**config.mk**
```make
export PLATFORM = sky130hd
export DESIGN_NAME = utf8_stream_decoder
export DESIGN_NICKNAME = d
export VERILOG_FILES = /design/src/hdl/u8d_pkg.sv /design/src/hdl/u8d_front.sv /design/src/hdl/u8d_queue.sv /design/src/hdl/u8d_back.sv /design/src/hdl/utf8_stream_decoder.sv
export SDC_FILE = /design/constraint.sdc
export NUM_CORES = 1
export LEC_CHECK = 0
export BUFFER_PORTS_ARGS = -buffer_cell sky130_fd_sc_hd__buf_2
export CAP_MARGIN = 20
export CORE_AREA = 2 2 168 170
export DETAILED_ROUTE_END_ITERATION = 10
export DIE_AREA = 0 0 170 172
export GPL_TIMING_DRIVEN = 1
export SETUP_SLACK_MARGIN = 0.15
export SLEW_MARGIN = 20
export SYNTH_ARGS = -nofsm -noshare
export SYNTH_HDL_FRONTEND = slang
export SYNTH_SLANG_ARGS = --single-unit
```
**constraint.sdc**
```tcl
create_clock -name aclk -period 11.6 [get_ports aclk]
set_input_delay 3.48 -clock aclk [delete_from_list [all_inputs] [get_ports aclk]]
set_output_delay 3.48 -clock aclk [all_outputs]
set_load 0.1 [all_outputs]
```
**src/hdl/u8d_pkg.sv**
```systemverilog
`default_nettype none
// ----------------------------------------------------------------------------
// u8d_pkg
// shared types and constants for the utf-8 stream decoder
// ----------------------------------------------------------------------------
// ----------------------------------------------------------------------------
package u8d_pkg;

    localparam int U8D_QUEUE_DEPTH = 4;

    localparam logic [7:0]  LEAD2_LO     = 8'hC2;
    localparam logic [7:0]  LEAD2_HI     = 8'hDF;
    localparam logic [7:0]  LEAD3_LO     = 8'hE0;
    localparam logic [7:0]  LEAD3_HI     = 8'hEF;
    localparam logic [7:0]  LEAD4_LO     = 8'hF0;
    localparam logic [7:0]  LEAD4_HI     = 8'hF4;
    localparam logic [20:0] MIN_CODE3    = 21'h000800;
    localparam logic [20:0] SURR_LO      = 21'h00D800;
    localparam logic [20:0] SURR_HI      = 21'h00DFFF;
    localparam logic [20:0] MIN_CODE4    = 21'h010000;
    localparam logic [20:0] MAX_CODE     = 21'h10FFFF;
    localparam logic [20:0] REPLACEMENT  = 21'h00003F;

    localparam logic [2:0]  LEN_NONE     = 3'd0;
    localparam logic [2:0]  LEN_TWO      = 3'd2;
    localparam logic [2:0]  LEN_THREE    = 3'd3;
    localparam logic [2:0]  LEN_FOUR     = 3'd4;

    typedef struct packed {
        logic [7:0] text_byte;
        logic       text_end;
    } u8d_in_t;

    typedef struct packed {
        logic [20:0] code_point;
        logic        replaced;
        logic        run_last;
    } u8d_out_t;

    // one accepted byte's worth of results: rep_count replacements,
    // then the decoded code if code_en
    typedef struct packed {
        logic [2:0]  rep_count;
        logic        code_en;
        logic [20:0] code;
    } u8d_desc_t;

endpackage
`default_nettype wire

```
**src/hdl/u8d_front.sv**
```systemverilog
`default_nettype none
// ----------------------------------------------------------------------------
// u8d_front
// accepts bytes, tracks the open sequence and classifies each byte
// into a result descriptor
// ----------------------------------------------------------------------------
module u8d_front (
    input  wire               aclk,
    input  wire               aresetn,
    input  wire               s_valid,
    output logic              s_ready,
    input  u8d_pkg::u8d_in_t  s_data,
    input  wire               q_full,
    output logic              push,
    output u8d_pkg::u8d_desc_t push_data
);
    import u8d_pkg::*;

    logic [20:0] pc_reg, pc_next;
    logic [2:0]  el_reg, el_next;
    logic [1:0]  hc_reg, hc_next;

    logic        accept;
    logic        seq_open;
    logic        is_cont;
    logic        take_lead;
    logic [20:0] cont_code;
    logic [1:0]  cont_hc;
    logic        code_ok;
    logic [7:0]  b;
    logic [2:0]  rep;
    logic        code_en;
    logic [20:0] code;

    assign s_ready = !q_full;
    assign accept  = s_valid && s_ready;
    assign b       = s_data.text_byte;

    always_comb begin
        seq_open  = (el_reg inside {LEN_TWO, LEN_THREE, LEN_FOUR}) && (hc_reg != 2'd0);
        is_cont   = (b[7:6] == 2'b10);
        cont_code = {pc_reg[14:0], b[5:0]};
        cont_hc   = hc_reg + 2'd1;
        case (el_reg)
            LEN_THREE: begin
                code_ok = (cont_code >= MIN_CODE3) &&
                          ((cont_code < SURR_LO) || (cont_code > SURR_HI));
            end
            LEN_FOUR: begin
                code_ok = (cont_code >= MIN_CODE4) && (cont_code <= MAX_CODE);
            end
            default: begin
                code_ok = 1'b1;
            end
        endcase

        rep       = 3'd0;
        code_en   = 1'b0;
        code      = '0;
        pc_next   = pc_reg;
        el_next   = el_reg;
        hc_next   = hc_reg;
        take_lead = 1'b0;

        if (!seq_open) begin
            pc_next   = '0;
            el_next   = LEN_NONE;
            hc_next   = 2'd0;
            take_lead = 1'b1;
        end else if (is_cont) begin
            pc_next = cont_code;
            hc_next = cont_hc;
            if ((cont_hc == 2'd0) || ({1'b0, cont_hc} >= el_reg)) begin
                if (code_ok) begin
                    code_en = 1'b1;
                    code    = cont_code;
                end else begin
                    rep = el_reg;
                end
                pc_next = '0;
                el_next = LEN_NONE;
                hc_next = 2'd0;
            end
        end else begin
            rep       = {1'b0, hc_reg};
            pc_next   = '0;
            el_next   = LEN_NONE;
            hc_next   = 2'd0;
            take_lead = 1'b1;
        end

        if (take_lead) begin
            if (b == 8'h00) begin
                // terminator emits nothing itself
            end else if (b[7] == 1'b0) begin
                code_en = 1'b1;
                code    = {13'd0, b};
            end else if (b >= LEAD2_LO && b <= LEAD2_HI) begin
                pc_next = {16'd0, b[4:0]};
                el_next = LEN_TWO;
                hc_next = 2'd1;
            end else if (b >= LEAD3_LO && b <= LEAD3_HI) begin
                pc_next = {17'd0, b[3:0]};
                el_next = LEN_THREE;
                hc_next = 2'd1;
            end else if (b >= LEAD4_LO && b <= LEAD4_HI) begin
                pc_next = {18'd0, b[2:0]};
                el_next = LEN_FOUR;
                hc_next = 2'd1;
            end else begin
                rep = rep + 3'd1;
            end
        end

        if (s_data.text_end) begin
            rep     = rep + {1'b0, hc_next};
            pc_next = '0;
            el_next = LEN_NONE;
            hc_next = 2'd0;
        end

        push                = accept && ((rep != 3'd0) || code_en);
        push_data.rep_count = rep;
        push_data.code_en   = code_en;
        push_data.code      = code;
    end

    always_ff @(posedge aclk) begin
        if (!aresetn) begin
            pc_reg <= '0;
            el_reg <= LEN_NONE;
            hc_reg <= 2'd0;
        end else if (accept) begin
            pc_reg <= pc_next;
            el_reg <= el_next;
            hc_reg <= hc_next;
        end
    end

endmodule
`default_nettype wire

```
**src/hdl/u8d_queue.sv**
```systemverilog
`default_nettype none
// ----------------------------------------------------------------------------
// u8d_queue
// small first-in first-out buffer of result descriptors
// ----------------------------------------------------------------------------
module u8d_queue #(
    parameter int DEPTH = u8d_pkg::U8D_QUEUE_DEPTH
) (
    input  wire                aclk,
    input  wire                aresetn,
    input  wire                push,
    input  u8d_pkg::u8d_desc_t push_data,
    input  wire                pop,
    output logic               full,
    output logic               head_valid,
    output u8d_pkg::u8d_desc_t head
);
    import u8d_pkg::*;

    localparam int PW = (DEPTH > 1) ? $clog2(DEPTH) : 1;
    localparam int CW = $clog2(DEPTH + 1);
    localparam logic [PW-1:0] LAST_PTR = PW'(DEPTH - 1);
    localparam logic [CW-1:0] FULL_CNT = CW'(DEPTH);

    u8d_desc_t     mem_reg [DEPTH];
    logic [PW-1:0] wr_ptr_reg, wr_ptr_next;
    logic [PW-1:0] rd_ptr_reg, rd_ptr_next;
    logic [CW-1:0] cnt_reg, cnt_next;
    logic          do_push;
    logic          do_pop;

    assign full       = (cnt_reg == FULL_CNT);
    assign head_valid = (cnt_reg != '0);
    assign head       = mem_reg[rd_ptr_reg];
    assign do_push    = push && !full;
    assign do_pop     = pop && head_valid;

    always_comb begin
        wr_ptr_next = wr_ptr_reg;
        rd_ptr_next = rd_ptr_reg;
        cnt_next    = cnt_reg;
        if (do_push) begin
            wr_ptr_next = (wr_ptr_reg == LAST_PTR) ? '0 : wr_ptr_reg + PW'(1);
        end
        if (do_pop) begin
            rd_ptr_next = (rd_ptr_reg == LAST_PTR) ? '0 : rd_ptr_reg + PW'(1);
        end
        if (do_push && !do_pop) begin
            cnt_next = cnt_reg + CW'(1);
        end else if (!do_push && do_pop) begin
            cnt_next = cnt_reg - CW'(1);
        end
    end

    always_ff @(posedge aclk) begin
        if (!aresetn) begin
            wr_ptr_reg <= '0;
            rd_ptr_reg <= '0;
            cnt_reg    <= '0;
        end else begin
            wr_ptr_reg <= wr_ptr_next;
            rd_ptr_reg <= rd_ptr_next;
            cnt_reg    <= cnt_next;
        end
        if (do_push) begin
            mem_reg[wr_ptr_reg] <= push_data;
        end
    end

endmodule
`default_nettype wire

```
**src/hdl/u8d_back.sv**
```systemverilog
`default_nettype none
// ----------------------------------------------------------------------------
// u8d_back
// expands descriptors into result transactions, one per cycle while not stalled,
// through a registered output stage
// ----------------------------------------------------------------------------
module u8d_back (
    input  wire                aclk,
    input  wire                aresetn,
    input  wire                head_valid,
    input  u8d_pkg::u8d_desc_t head,
    output logic               pop,
    output logic               m_valid,
    input  wire                m_ready,
    output u8d_pkg::u8d_out_t  m_data
);
    import u8d_pkg::*;

    logic      cur_valid_reg, cur_valid_next;
    u8d_desc_t cur_reg, cur_next;
    logic      m_valid_reg, m_valid_next;
    u8d_out_t  m_data_reg, m_data_next;

    logic      adv;
    logic      last;
    u8d_out_t  res;

    always_comb begin
        last = (cur_reg.rep_count == 3'd1 && !cur_reg.code_en) ||
               (cur_reg.rep_count == 3'd0);
        if (cur_reg.rep_count != 3'd0) begin
            res.code_point = REPLACEMENT;
            res.replaced   = 1'b1;
        end else begin
            res.code_point = cur_reg.code;
            res.replaced   = 1'b0;
        end
        res.run_last = last;

        adv = cur_valid_reg && (!m_valid_reg || m_ready);
        pop = head_valid && (!cur_valid_reg || (adv && last));

        m_valid_next = m_valid_reg;
        m_data_next  = m_data_reg;
        if (adv) begin
            m_valid_next = 1'b1;
            m_data_next  = res;
        end else if (m_ready) begin
            m_valid_next = 1'b0;
        end

        cur_valid_next = cur_valid_reg;
        cur_next       = cur_reg;
        if (pop) begin
            cur_valid_next = 1'b1;
            cur_next       = head;
        end else if (adv) begin
            if (last) begin
                cur_valid_next = 1'b0;
            end else begin
                cur_next.rep_count = cur_reg.rep_count - 3'd1;
            end
        end
    end

    always_ff @(posedge aclk) begin
        if (!aresetn) begin
            cur_valid_reg <= 1'b0;
            m_valid_reg   <= 1'b0;
        end else begin
            cur_valid_reg <= cur_valid_next;
            m_valid_reg   <= m_valid_next;
        end
        cur_reg    <= cur_next;
        m_data_reg <= m_data_next;
    end

    assign m_valid = m_valid_reg;
    assign m_data  = m_data_reg;

endmodule
`default_nettype wire

```
**src/hdl/utf8_stream_decoder.sv**
```systemverilog
`default_nettype none
// ----------------------------------------------------------------------------
// utf8_stream_decoder
// streaming utf-8 decoder: one text byte in, zero to four code points out
// ----------------------------------------------------------------------------
//  channel  ports                    payload
//  input    s_valid/s_ready/s_data   text_byte, text_end
//  result   m_valid/m_ready/m_data   code_point, replaced, run_last
//
//  one byte is taken per cycle while the descriptor queue has room
//  the back end emits one result per cycle while m_ready allows; a byte with
//  several results holds it until all are sent, so such bytes or a stalled
//  result channel can fill the queue and slow the input
//  reset clears the open sequence, the queue and the output stage
// ----------------------------------------------------------------------------
module utf8_stream_decoder #(
    parameter int QUEUE_DEPTH = u8d_pkg::U8D_QUEUE_DEPTH
) (
    input  wire               aclk,
    input  wire               aresetn,
    input  wire               s_valid,
    output logic              s_ready,
    input  u8d_pkg::u8d_in_t  s_data,
    output logic              m_valid,
    input  wire               m_ready,
    output u8d_pkg::u8d_out_t m_data
);
    import u8d_pkg::*;

    logic      q_full;
    logic      push;
    u8d_desc_t push_data;
    logic      pop;
    logic      head_valid;
    u8d_desc_t head;

    u8d_front u_front (
        .aclk      (aclk),
        .aresetn   (aresetn),
        .s_valid   (s_valid),
        .s_ready   (s_ready),
        .s_data    (s_data),
        .q_full    (q_full),
        .push      (push),
        .push_data (push_data)
    );

    u8d_queue #(
        .DEPTH (QUEUE_DEPTH)
    ) u_queue (
        .aclk       (aclk),
        .aresetn    (aresetn),
        .push       (push),
        .push_data  (push_data),
        .pop        (pop),
        .full       (q_full),
        .head_valid (head_valid),
        .head       (head)
    );

    u8d_back u_back (
        .aclk       (aclk),
        .aresetn    (aresetn),
        .head_valid (head_valid),
        .head       (head),
        .pop        (pop),
        .m_valid    (m_valid),
        .m_ready    (m_ready),
        .m_data     (m_data)
    );

endmodule
`default_nettype wire
```
# Word level (Yosys, flattened, before mapping)
# Memory sizes are Yosys's and may differ from the RTL's. A register that Yosys moved wholly into a read port is not among the register bits.
# Index checks and enable logic that the tools add are counted.
totals:
  n_memories: 1
  mem_bits_rw: 100
  regBits: 77
  output_inout_bits: 25
  in_bits: 13
op_classes:
  n_reduce_logical: 42
  n_eq_ne: 9
  order_cmp: 12
  n_mux: 75
  n_addsub: 8
mem_list:
  columns: ["memory", "words", "width", "read_ports", "rd_ports_with_merged_regs", "wr", "line", "text"]
  rows:
  - ["u_queue.mem_reg", 4, 25, 1, 1, 1, "u8d_queue.sv:25", "u8d_desc_t mem_reg [DEPTH];"]
op_table:
  columns: ["op", "count"]
  rows:
  - ["2-to-1 mux 15 bit", 10]
  - ["2-to-1 mux 21 bit", 7]
  - ["2-to-1 mux 3 bit", 26]
  - ["2-to-1 mux 2 bit", 14]
  - [">= comparator 8 bit (second input constant)", 3]
  - ["<= comparator 8 bit (second input constant)", 3]
  - [">= comparator 21 x 12 -> 1 bit (second input constant)", 1]
  - [">= comparator 21 x 17 -> 1 bit (second input constant)", 1]
  - ["greater-than comparator 21 x 16 -> 1 bit (second input constant)", 1]
  - ["<= comparator 21 bit (second input constant)", 1]
  - ["less-than comparator 21 x 16 -> 1 bit (second input constant)", 1]
  - ["2-to-1 mux 1 bit", 17]
  - ["logical AND 1 bit", 16]
  - ["nonzero test 3 bit", 4]
  - ["nonzero test 2 bit", 5]
  - ["logical NOT 8 bit", 1]
  - ["adder 2 x 1 -> 2 bit (second input constant)", 3]
  - ["adder 3 x 1 -> 3 bit (second input constant)", 2]
  - ["== test 2 bit (second input constant)", 3]
  - ["== test 3 x 2 -> 1 bit (second input constant)", 2]
  - ["== test 3 bit (second input constant)", 2]
  - ["logical NOT 1 bit", 6]
  - ["logical OR 1 bit", 6]
  - ["subtractor 3 x 1 -> 3 bit (second input constant)", 2]
  - ["other kinds (8)", 9]

# Longest topological paths before layout
# Gate-level depths: netlist (run 1).
depth:
  depth_word: 25
  depth_mapped: 19
  depth_no_buf: 19

# Cells and area by module
# A second synthesis (run 1) with hierarchy kept.
hier_totals:
  cells_unflattened: 469
  hier_area_um2: 7443.4
by_module_without_submodules:
  columns: ["module", "area_per_inst_um2", "n_inst", "seq_area_each_um2", "cells_per_inst"]
  rows:
  - ["u8d_queue", 4132.7, 1, 3183.1, 182]
  - ["u8d_back", 1824.2, 1, 1481.4, 99]
  - ["u8d_front", 1486.4, 1, 400.4, 188]

# Worst setup path before layout (run 1)
# OpenSTA, ideal clock, no wires.
synth_path:
  path_type: "input-to-reg"
  startpoint: "input port s_data[3] (netlist name)"
  endpoint: "register u_queue.cnt_reg[2]"
  cell_stages: 16
  path_buffers: 0
  setup_ps: 76
  required_ps: 11524
  arrival_ps: 6872
  path_slack_ps: 4652
  cell_sequence: "or4_1 nor2_2 o311ai_2 xnor2_1 ha_1 inv_1 fa_1 nand2b_1 xnor2_1 a41oi_4 ha_1 inv_1 fa_1 xor2_1 or3_1 a21boi_0"
synth_via:
  elab_chain_len: 24
synth_lines:
  columns: ["element", "line", "text"]
  rows:
  - ["start, declared", "utf8_stream_decoder.sv:23", "input u8d_pkg::u8d_in_t s_data,"]
  - ["less-than comparator 21 x 16 -> 1 bit or greater-than comparator 21 x 16 -> 1 bit (tied branches)", "u8d_front.sv:47", "((cont_code < SURR_LO) || (cont_code > SURR_HI));"]
  - ["logical OR 1 bit", "u8d_front.sv:47", null]
  - ["logical AND 1 bit", "u8d_front.sv:46", "code_ok = (cont_code >= MIN_CODE3) &&"]
  - ["case mux 1 bit (2 select lines)", "u8d_front.sv:44", "case (el_reg)"]
  - ["2-to-1 mux 3 bit", "u8d_front.sv:74", "if (code_ok) begin"]
  - ["2-to-1 mux 3 bit", "u8d_front.sv:73", "if ((cont_hc == 2'd0) || ({1'b0, cont_hc} >= el_reg)) begin"]
  - ["2-to-1 mux 3 bit", "u8d_front.sv:70", "end else if (is_cont) begin"]
  - ["2-to-1 mux 3 bit", "u8d_front.sv:65", "if (!seq_open) begin"]
  - ["[... 9 more ...]", null, null]
  - ["nonzero test 3 bit", "u8d_front.sv:122", "push = accept && ((rep != 3'd0) || code_en);"]
  - ["logical OR 1 bit (*)", "u8d_front.sv:122", null]
  - ["logical AND 1 bit (*)", "u8d_front.sv:122", null]
  - ["logical AND 1 bit (*)", "u8d_queue.sv:35", "assign do_push = push && !full;"]
  - ["net u_queue.do_push", "u8d_queue.sv:29", "logic do_push;"]
  - ["logical NOT 1 bit", "u8d_queue.sv:50", "end else if (!do_push && do_pop) begin"]
  - ["logical AND 1 bit", "u8d_queue.sv:50", null]
  - ["nonzero test 2 bit (no line)", null, null]
  - ["end signal, assigned", "u8d_queue.sv:63", "cnt_reg <= cnt_next;"]
  - ["end, declared", "u8d_queue.sv:28", "logic [CW-1:0] cnt_reg, cnt_next;"]
# Mark *: on every way through the listed nets, which the timed path passes. The rest lies on a longest branch.
# A chain may end at the register's enable or synchronous reset.

# Final worst setup path (run 1)
# Same ends and word-level chain as after synthesis.

==> results of run 1 <==
[kinds of logic after synthesis]
kind of cell | share of synthesized area
compound gates | 0.0588
xor+xnor | 0.00718
buf+inv | 0.0219
simple gates | 0.104
fa+ha+maj | 0.0311
mux | 0.0851
flops | 0.692
[through the flow]
step	hold WS (ns)	area, um2
6_report	0.496	8570
5_1_grt	0.509	8570
4_1_cts	0.498	8570
3_5_place_dp	0.484	7950
3_3_place_gp	0.480	7950
2_1_floorplan	0.439	7320
[layer usage]
metal / GRT usage / up-vias / part of all wire
met4: 0.0353 / 0 / 0.014
met3: 0.0259 / 17 / 0.041
li1: - / 1838 / -
met5: 0 / - / 0
met1: 0.126 / 1920 / 0.48
met2: 0.149 / 79 / 0.46
[synthesized netlist by cell type (3+ instances only)]
| cell type | count |
|---|---|
| nor2_1 | 11 |
| or4_1 | 3 |
| edfxtp_1 | 148 |
| nor2b_1 | 28 |
| a21boi_1 | 4 |
| o21ai_1 | 7 |
| nand2_1 | 18 |
| mux4_2 | 25 |
| nand2b_1 | 11 |
| nand3_1 | 3 |
| inv_1 | 22 |
| dfxtp_1 | 31 |
| ha_1 | 15 |
| a21boi_0 | 3 |
| mux2i_1 | 6 |
| o21ai_0 | 4 |
| and2_1 | 36 |
| nor3_1 | 5 |
| xnor2_1 | 4 |
| a21oi_1 | 6 |
| clkbuf_1 | 15 |
| inv_2 | 3 |
| a22oi_1 | 15 |
[layout make-up]
class                           instances  share of cell area
Multi-Input combinational cell        240               0.245
Clock inverter                         15              0.0235
Timing Repair Buffer                   46              0.0295
Clock buffer                           17              0.0496
Tap cell                              346              0.0505
Inverter                               25              0.0109
Sequential cell                       179               0.591
[where the power goes]
part	internal, W	leakage [nW]	switching [W]	total (W)
Combinational	0.000152	0.980	0.000365	0.000517
Sequential	0.000845	1.63	0.0000306	0.000875
Clock	0.000362	0.292	0.000240	0.000602
[how the worst max path moves through the flow]
stage | start | endpoint | slack, ns | cells after the start
finish | s_data[3] | u_queue.cnt_reg[2] | 4.71 | 17
CTS | s_data[3] | u_queue.cnt_reg[2] | 4.72 | 17
detailed placement | s_data[3] | u_queue.cnt_reg[2] | 4.27 | 17
floorplan | s_data[3] | u_queue.cnt_reg[2] | 4.65 | 16
global placement | s_data[3] | u_queue.cnt_reg[2] | 4.35 | 17
global route | s_data[3] | u_queue.cnt_reg[2] | 4.45 | 17
==> summary.md, run 1 <==
| Metric | Value |
|---|---|
| Pwr Total | `0.00199 W` |
| Mapped Nets | `491` |
| Max Clk Rate | `145 MHz` |
| Setup TNS Final | `0 ns` |
| Routability cong. | `0.841` |
| Layout cells sized above 1 | `0.215` |
| Startpoint Class | `primary input` |
| R2r setup slk | `7.03 ns` |
| Initial Util | `0.267` |
| Top cell type by total area after synthesis | `edfxtp_1` |
| Critical Path Fanout Max | `7` |
| Vias | `3,854` |
| Antenna cells | `0` |
| Fillers | `2,713` |
| Max FFs per register | `100` |
| Critical path buffers and inverters | `3` |
| Total track usage | `0.0951` |
| Global route overflow | `0` |
| H-tree Lvls | `4` |
| Largest net degree at the start of global routing | `32` |
| Core ar. | `0.0275 mm2` |
| Antenna violations before repair | `0` |
| Cell variety after synth | `52` |
| CTS root buffer | `clkbuf_16` |
| Die width | `170 um` |
| Seq/Total Area, Yosys | `0.692` |
| Post-synthesis cell count | `461` |
| Reg clk slew, reported paths | `0.07 ns` |
| RSZ-0062 raised after global routing | `no` |
| Most frequent cells in the layout | `edfxtp_1, buf_2, and2_1` |
| Slew headroom | `0.324` |
| Synth Flop Type | `edfxtp_1` |
| Clk_skew | `0.00880 ns` |
| Area share of the largest cell type after synthesis | `0.607` |
| Drc violations | `0` |
| Nets | `539` |
| Max-slew violation count | `0` |
| WHS Endpoint | `u_back.m_data[2]` |
| Seq. cell area | `0.00506 mm2` |
| Area of the multi-input gates | `0.00210 mm2` |
| Die ar. | `0.0292 mm2` |
| Post-CTS resize count | `0` |
| 1st-iter DRT viols | `290` |
| Worst r2r src | `u_front.hc_reg[0]` |
| Synth Register Bits | `179` |
| Global-route wire length before repair | `21.1 mm` |
| Final Hold Vio Count | `0` |
| EDFF count, synth | `148` |
| Post-Place Cells | `836` |
| Area contributors post-synth | `edfxtp_1, dfxtp_1, mux4_2, and2_1, ha_1` |
| Post-DR vias/cell | `4.44` |
| Hold Crit Start | `u_back.cur_reg[0]` |
| Largest stage delay, worst path | `0.53 ns` |
| CTS Buffer Depth | `2` |
| Ys Warns | `0` |
| Pre-CTS setup slack | `4.27 ns` |
| I/O Buffers | `37` |
| Crit-path cells | `buf_2, or4_1, nor2_2, o311ai_2, xnor2_1, ha_1, inv_1, fa_1, nand2b_1, xnor2_1, a41oi_4, ha_1, inv_1, fa_1, xor2_1, or3_1, a21boi_0` |
| # Post-CTS Setup Buffers | `0` |
| Crit path DAT | `7.25 ns` |
| Final Non-Filler Cells | `868` |
| Final HPWL DP | `8.56 mm` |
| Chip Height | `172 um` |
| Min setup slack post-route | `4.71 ns` |
| Commonest non-fill, non-tap cell in the layout | `edfxtp_1` |
| Final WL | `13.1 mm` |
| Crit. End Element | `flip-flop` |
| Family with the most delay on the worst path | `simple AND/OR/NAND/NOR gates` |
| Hold WC Path Type | `reg2reg` |
| IO Count | `38` |
| Max cap viols | `0` |
| Antenna Nets Post-Route | `0` |
| Worst hold path stage count | `1` |
| Avg Inst Size Synth | `15.9 um2` |
| Status | `finished, final reports clean` |
| Cell leakage power | `2.90 nW` |
| Peak VDD IR | `95.7 uV` |
| Clock Sinks | `179` |
| Row count | `61` |
| Endpoints failing setup | `0` |
| Crit Path Class | `in2reg` |
| CTS tree | `done` |
| Asr flop ratio synth | `0` |
| Fin util | `0.312` |
| Hold_buf cts | `0` |
| Minimum clock period | `6.89 ns` |
| Vias in the first global route | `3,891` |
| Worst slew pin tran | `1.01 ns` |
| FF-to-FF End | `u_queue.cnt_reg[2]` |
| Final worst-path cycle share | `0.594` |
| DR pass1 iterations | `4` |
| CP Data Required Time | `11.95 ns` |
| R2R cell count | `18` |
| WL per Instance | `15.1 um` |
| Mapped Area | `0.00732 mm2` |
| Area growth syn-to-layout | `17.1%` |
| Worst path slowest cell | `or4_1` |
| Pwr/cell area | `233 mW/mm2` |
| CTS buffer count | `17` |
| Worst-Skew Late Latency | `0.42 ns` |
No activity file was read; power rests on OpenSTA's default activity.
==> run 2, diff against run 1 <==
Clock period 11.6 ns to 6.25 ns, I/O delays scaled along.
==> summary.md, run 2 (synthesis results as in run 1) <==
| Metric | Value |
|---|---|
| Clock Sinks | `179 (unchanged)` |
| I/O Buffers | `37 (unchanged)` |
| Antenna Nets Post-Route | `0 (unchanged)` |
| Largest stage delay, worst path | `0.53 ns (about the same)` |
| Final Hold Vio Count | `0 (unchanged)` |
| Initial Util | `0.267 (unchanged)` |
| Pwr/cell area | `424 mW/mm2 (+82%)` |
| Largest net degree at the start of global routing | `32 (unchanged)` |
| Crit. End Element | `flip-flop` |
| Final worst-path cycle share | `0.842` |
| Global-route wire length before repair | `21.4 mm (+1.5%)` |
| Worst slew pin tran | `0.991 ns (-0.0208 ns)` |
| Global route overflow | `0 (unchanged)` |
| Layout cells sized above 1 | `0.218 (+0.00341)` |
| Commonest non-fill, non-tap cell in the layout | `edfxtp_1` |
| Antenna cells | `0 (unchanged)` |
| Worst-Skew Late Latency | `0.43 ns (about the same)` |
| Crit path DAT | `5.63 ns (-1.62 ns)` |
| 1st-iter DRT viols | `247 (-15%)` |
| Setup TNS Final | `0 ns (unchanged)` |
| Total track usage | `0.0959 (+0.000869)` |
| Cell leakage power | `2.89 nW (-0.34%)` |
| Drc violations | `0 (unchanged)` |
| Max-slew violation count | `0 (unchanged)` |
| Hold_buf cts | `0 (unchanged)` |
| P_sw | `0.00120 W (+89%)` |
| Clock power share | `0.284 (-0.018)` |
| IO Count | `38 (unchanged)` |
| Nets | `540 (+0.19%)` |
| Die width | `170 um (unchanged)` |
| Post-CTS resize count | `0 (unchanged)` |
| CTS root buffer | `clkbuf_16` |
| Max Clk Rate | `190 MHz` |
| CTS Buffer Depth | `2 (unchanged)` |
| # Post-CTS Setup Buffers | `0 (unchanged)` |
| Crit-path cells | `buf_2, or4_1, nor2_2, o311ai_2, xnor2_1, ha_1, inv_1, fa_1, nand2b_1, xnor2_1, a41oi_4, ha_1, inv_1, fa_1, xor2_1, or3_1, a21boi_0` |
| Max FFs per register | `100 (unchanged)` |
| Reg clk slew, reported paths | `0.07 ns (about the same)` |
| Switching share of power | `0.332 (+0.0138)` |
| Core ar. | `0.0275 mm2 (unchanged)` |
| Area growth syn-to-layout | `16.4%` |
| Crit Path Class | `in2reg` |
| CTS buffer count | `17 (unchanged)` |
| Comb pwr share | `0.266 (+0.007)` |
| Fillers | `2,700 (-0.48%)` |
| Worst path slowest cell | `or4_1` |
| Critical Path Fanout Max | `7 (unchanged)` |
| RSZ-0062 raised after global routing | `no` |
| P_int | `0.00241 W (+78%)` |
| Max cap viols | `0 (unchanged)` |
| Vias in the first global route | `3,864 (-0.69%)` |
| Endpoints failing setup | `0 (unchanged)` |
| Status | `finished, final reports clean` |
| Most frequent cells in the layout | `edfxtp_1, buf_2, and2_1` |
| Area of the multi-input gates | `0.00210 mm2 (unchanged)` |
| Hold WC Path Type | `reg2reg` |
| Chip Height | `172 um (unchanged)` |
| R2r setup slk | `1.65 ns (-5.38 ns)` |
| CTS tree | `done` |
| Peak VDD IR | `204 uV (+110%)` |
| Row count | `61 (unchanged)` |
| Minimum clock period | `5.26 ns` |
| Clk_skew | `0.0130 ns (+0.00422 ns)` |
| DR pass1 iterations | `6 (+2)` |
| Final WL | `13.1 mm (-0.37%)` |
| Flop pwr share | `0.450 (+0.011)` |
| Die ar. | `0.0292 mm2 (unchanged)` |
| Fin util | `0.310 (-0.00187)` |
| Seq. cell area | `0.00506 mm2 (unchanged)` |
| Routability cong. | `0.835 (-0.70%)` |
| CP Data Required Time | `6.61 ns (-5.34 ns)` |
| Startpoint Class | `primary input` |
| Antenna violations before repair | `0 (unchanged)` |
| H-tree Lvls | `4 (unchanged)` |
| WL per Instance | `15.0 um (-0.49%)` |
| Post-DR vias/cell | `4.44 (about the same)` |
| Final HPWL DP | `8.57 mm (about the same)` |
| Vias | `3,859 (+0.13%)` |
| Slew headroom | `0.338 (+0.0139)` |
-- run 2: layer usage --
| layer | track usage | vias to the layer above | wire (um) |
|---|---|---|---|
| met3 | 0.0231 | 18 | 469 |
| met2 | 0.144 | 68 | 5870 |
| met4 | 0.0383 | 0 | 248 |
| li1 | - | 1844 | - |
| met1 | 0.134 | 1929 | 6480 |
| met5 | 0 | - | 0 |
-- run 2: layout make-up --
type                    count  area share
inverters                  25      0.0110
repair buffers             47      0.0305
flip-flops and latches    179       0.594
well taps                 346      0.0508
clock buffers              18      0.0504
multi-input cells         240       0.247
clock inverters            14      0.0163
-- run 2: worst paths after layout --
path,to,cells past startpoint,from
setup / recovery,u_queue.cnt_reg[2],17,s_data[3]
hold / removal,u_back.m_valid,2,u_back.cur_valid_reg
setup reg to reg,u_queue.cnt_reg[2],18,u_front.hc_reg[0]
hold reg to reg,u_back.m_valid,2,u_back.cur_valid_reg
-- run 2: per-stage QoR --
stage | hold slack, ns | cells | setup slack (ns) | power, W | area, um2
finish | 0.495 | 869 | 0.990 | 0.00361 | 8520
global route | 0.513 | 869 | 0.726 | 0.00380 | 8520
CTS | 0.501 | 869 | 0.966 | 0.00367 | 8520
detailed placement | 0.484 | 837 | 0.505 | 0.00264 | 7950
global placement | 0.486 | 837 | 0.592 | 0.00263 | 7950
floorplan | 0.439 | 461 | 0.907 | 0.00243 | 7320
-- run 2: worst max-delay path, delay by kind of cell --
kind	cells	cell delay, ns
AOI/OAI and AO/OA	3	0.64
xor gates and xnor gates	3	0.57
adders and majority gates	4	1.13
buffers and inverters	3	0.23
and+or+nand+nor	4	1.19
-- run 2: power by group through the flow --
stage / logic, W / clock network, W / registers (W)
2_1_floorplan: 0.000474 / 0 / 0.00196
3_3_place_gp: 0.000975 / 0 / 0.00166
3_5_place_dp: 0.000985 / 0 / 0.00166
4_1_cts: 0.000987 / 0.00106 / 0.00163
5_1_grt: 0.00105 / 0.00110 / 0.00165
6_report: 0.000961 / 0.00103 / 0.00162
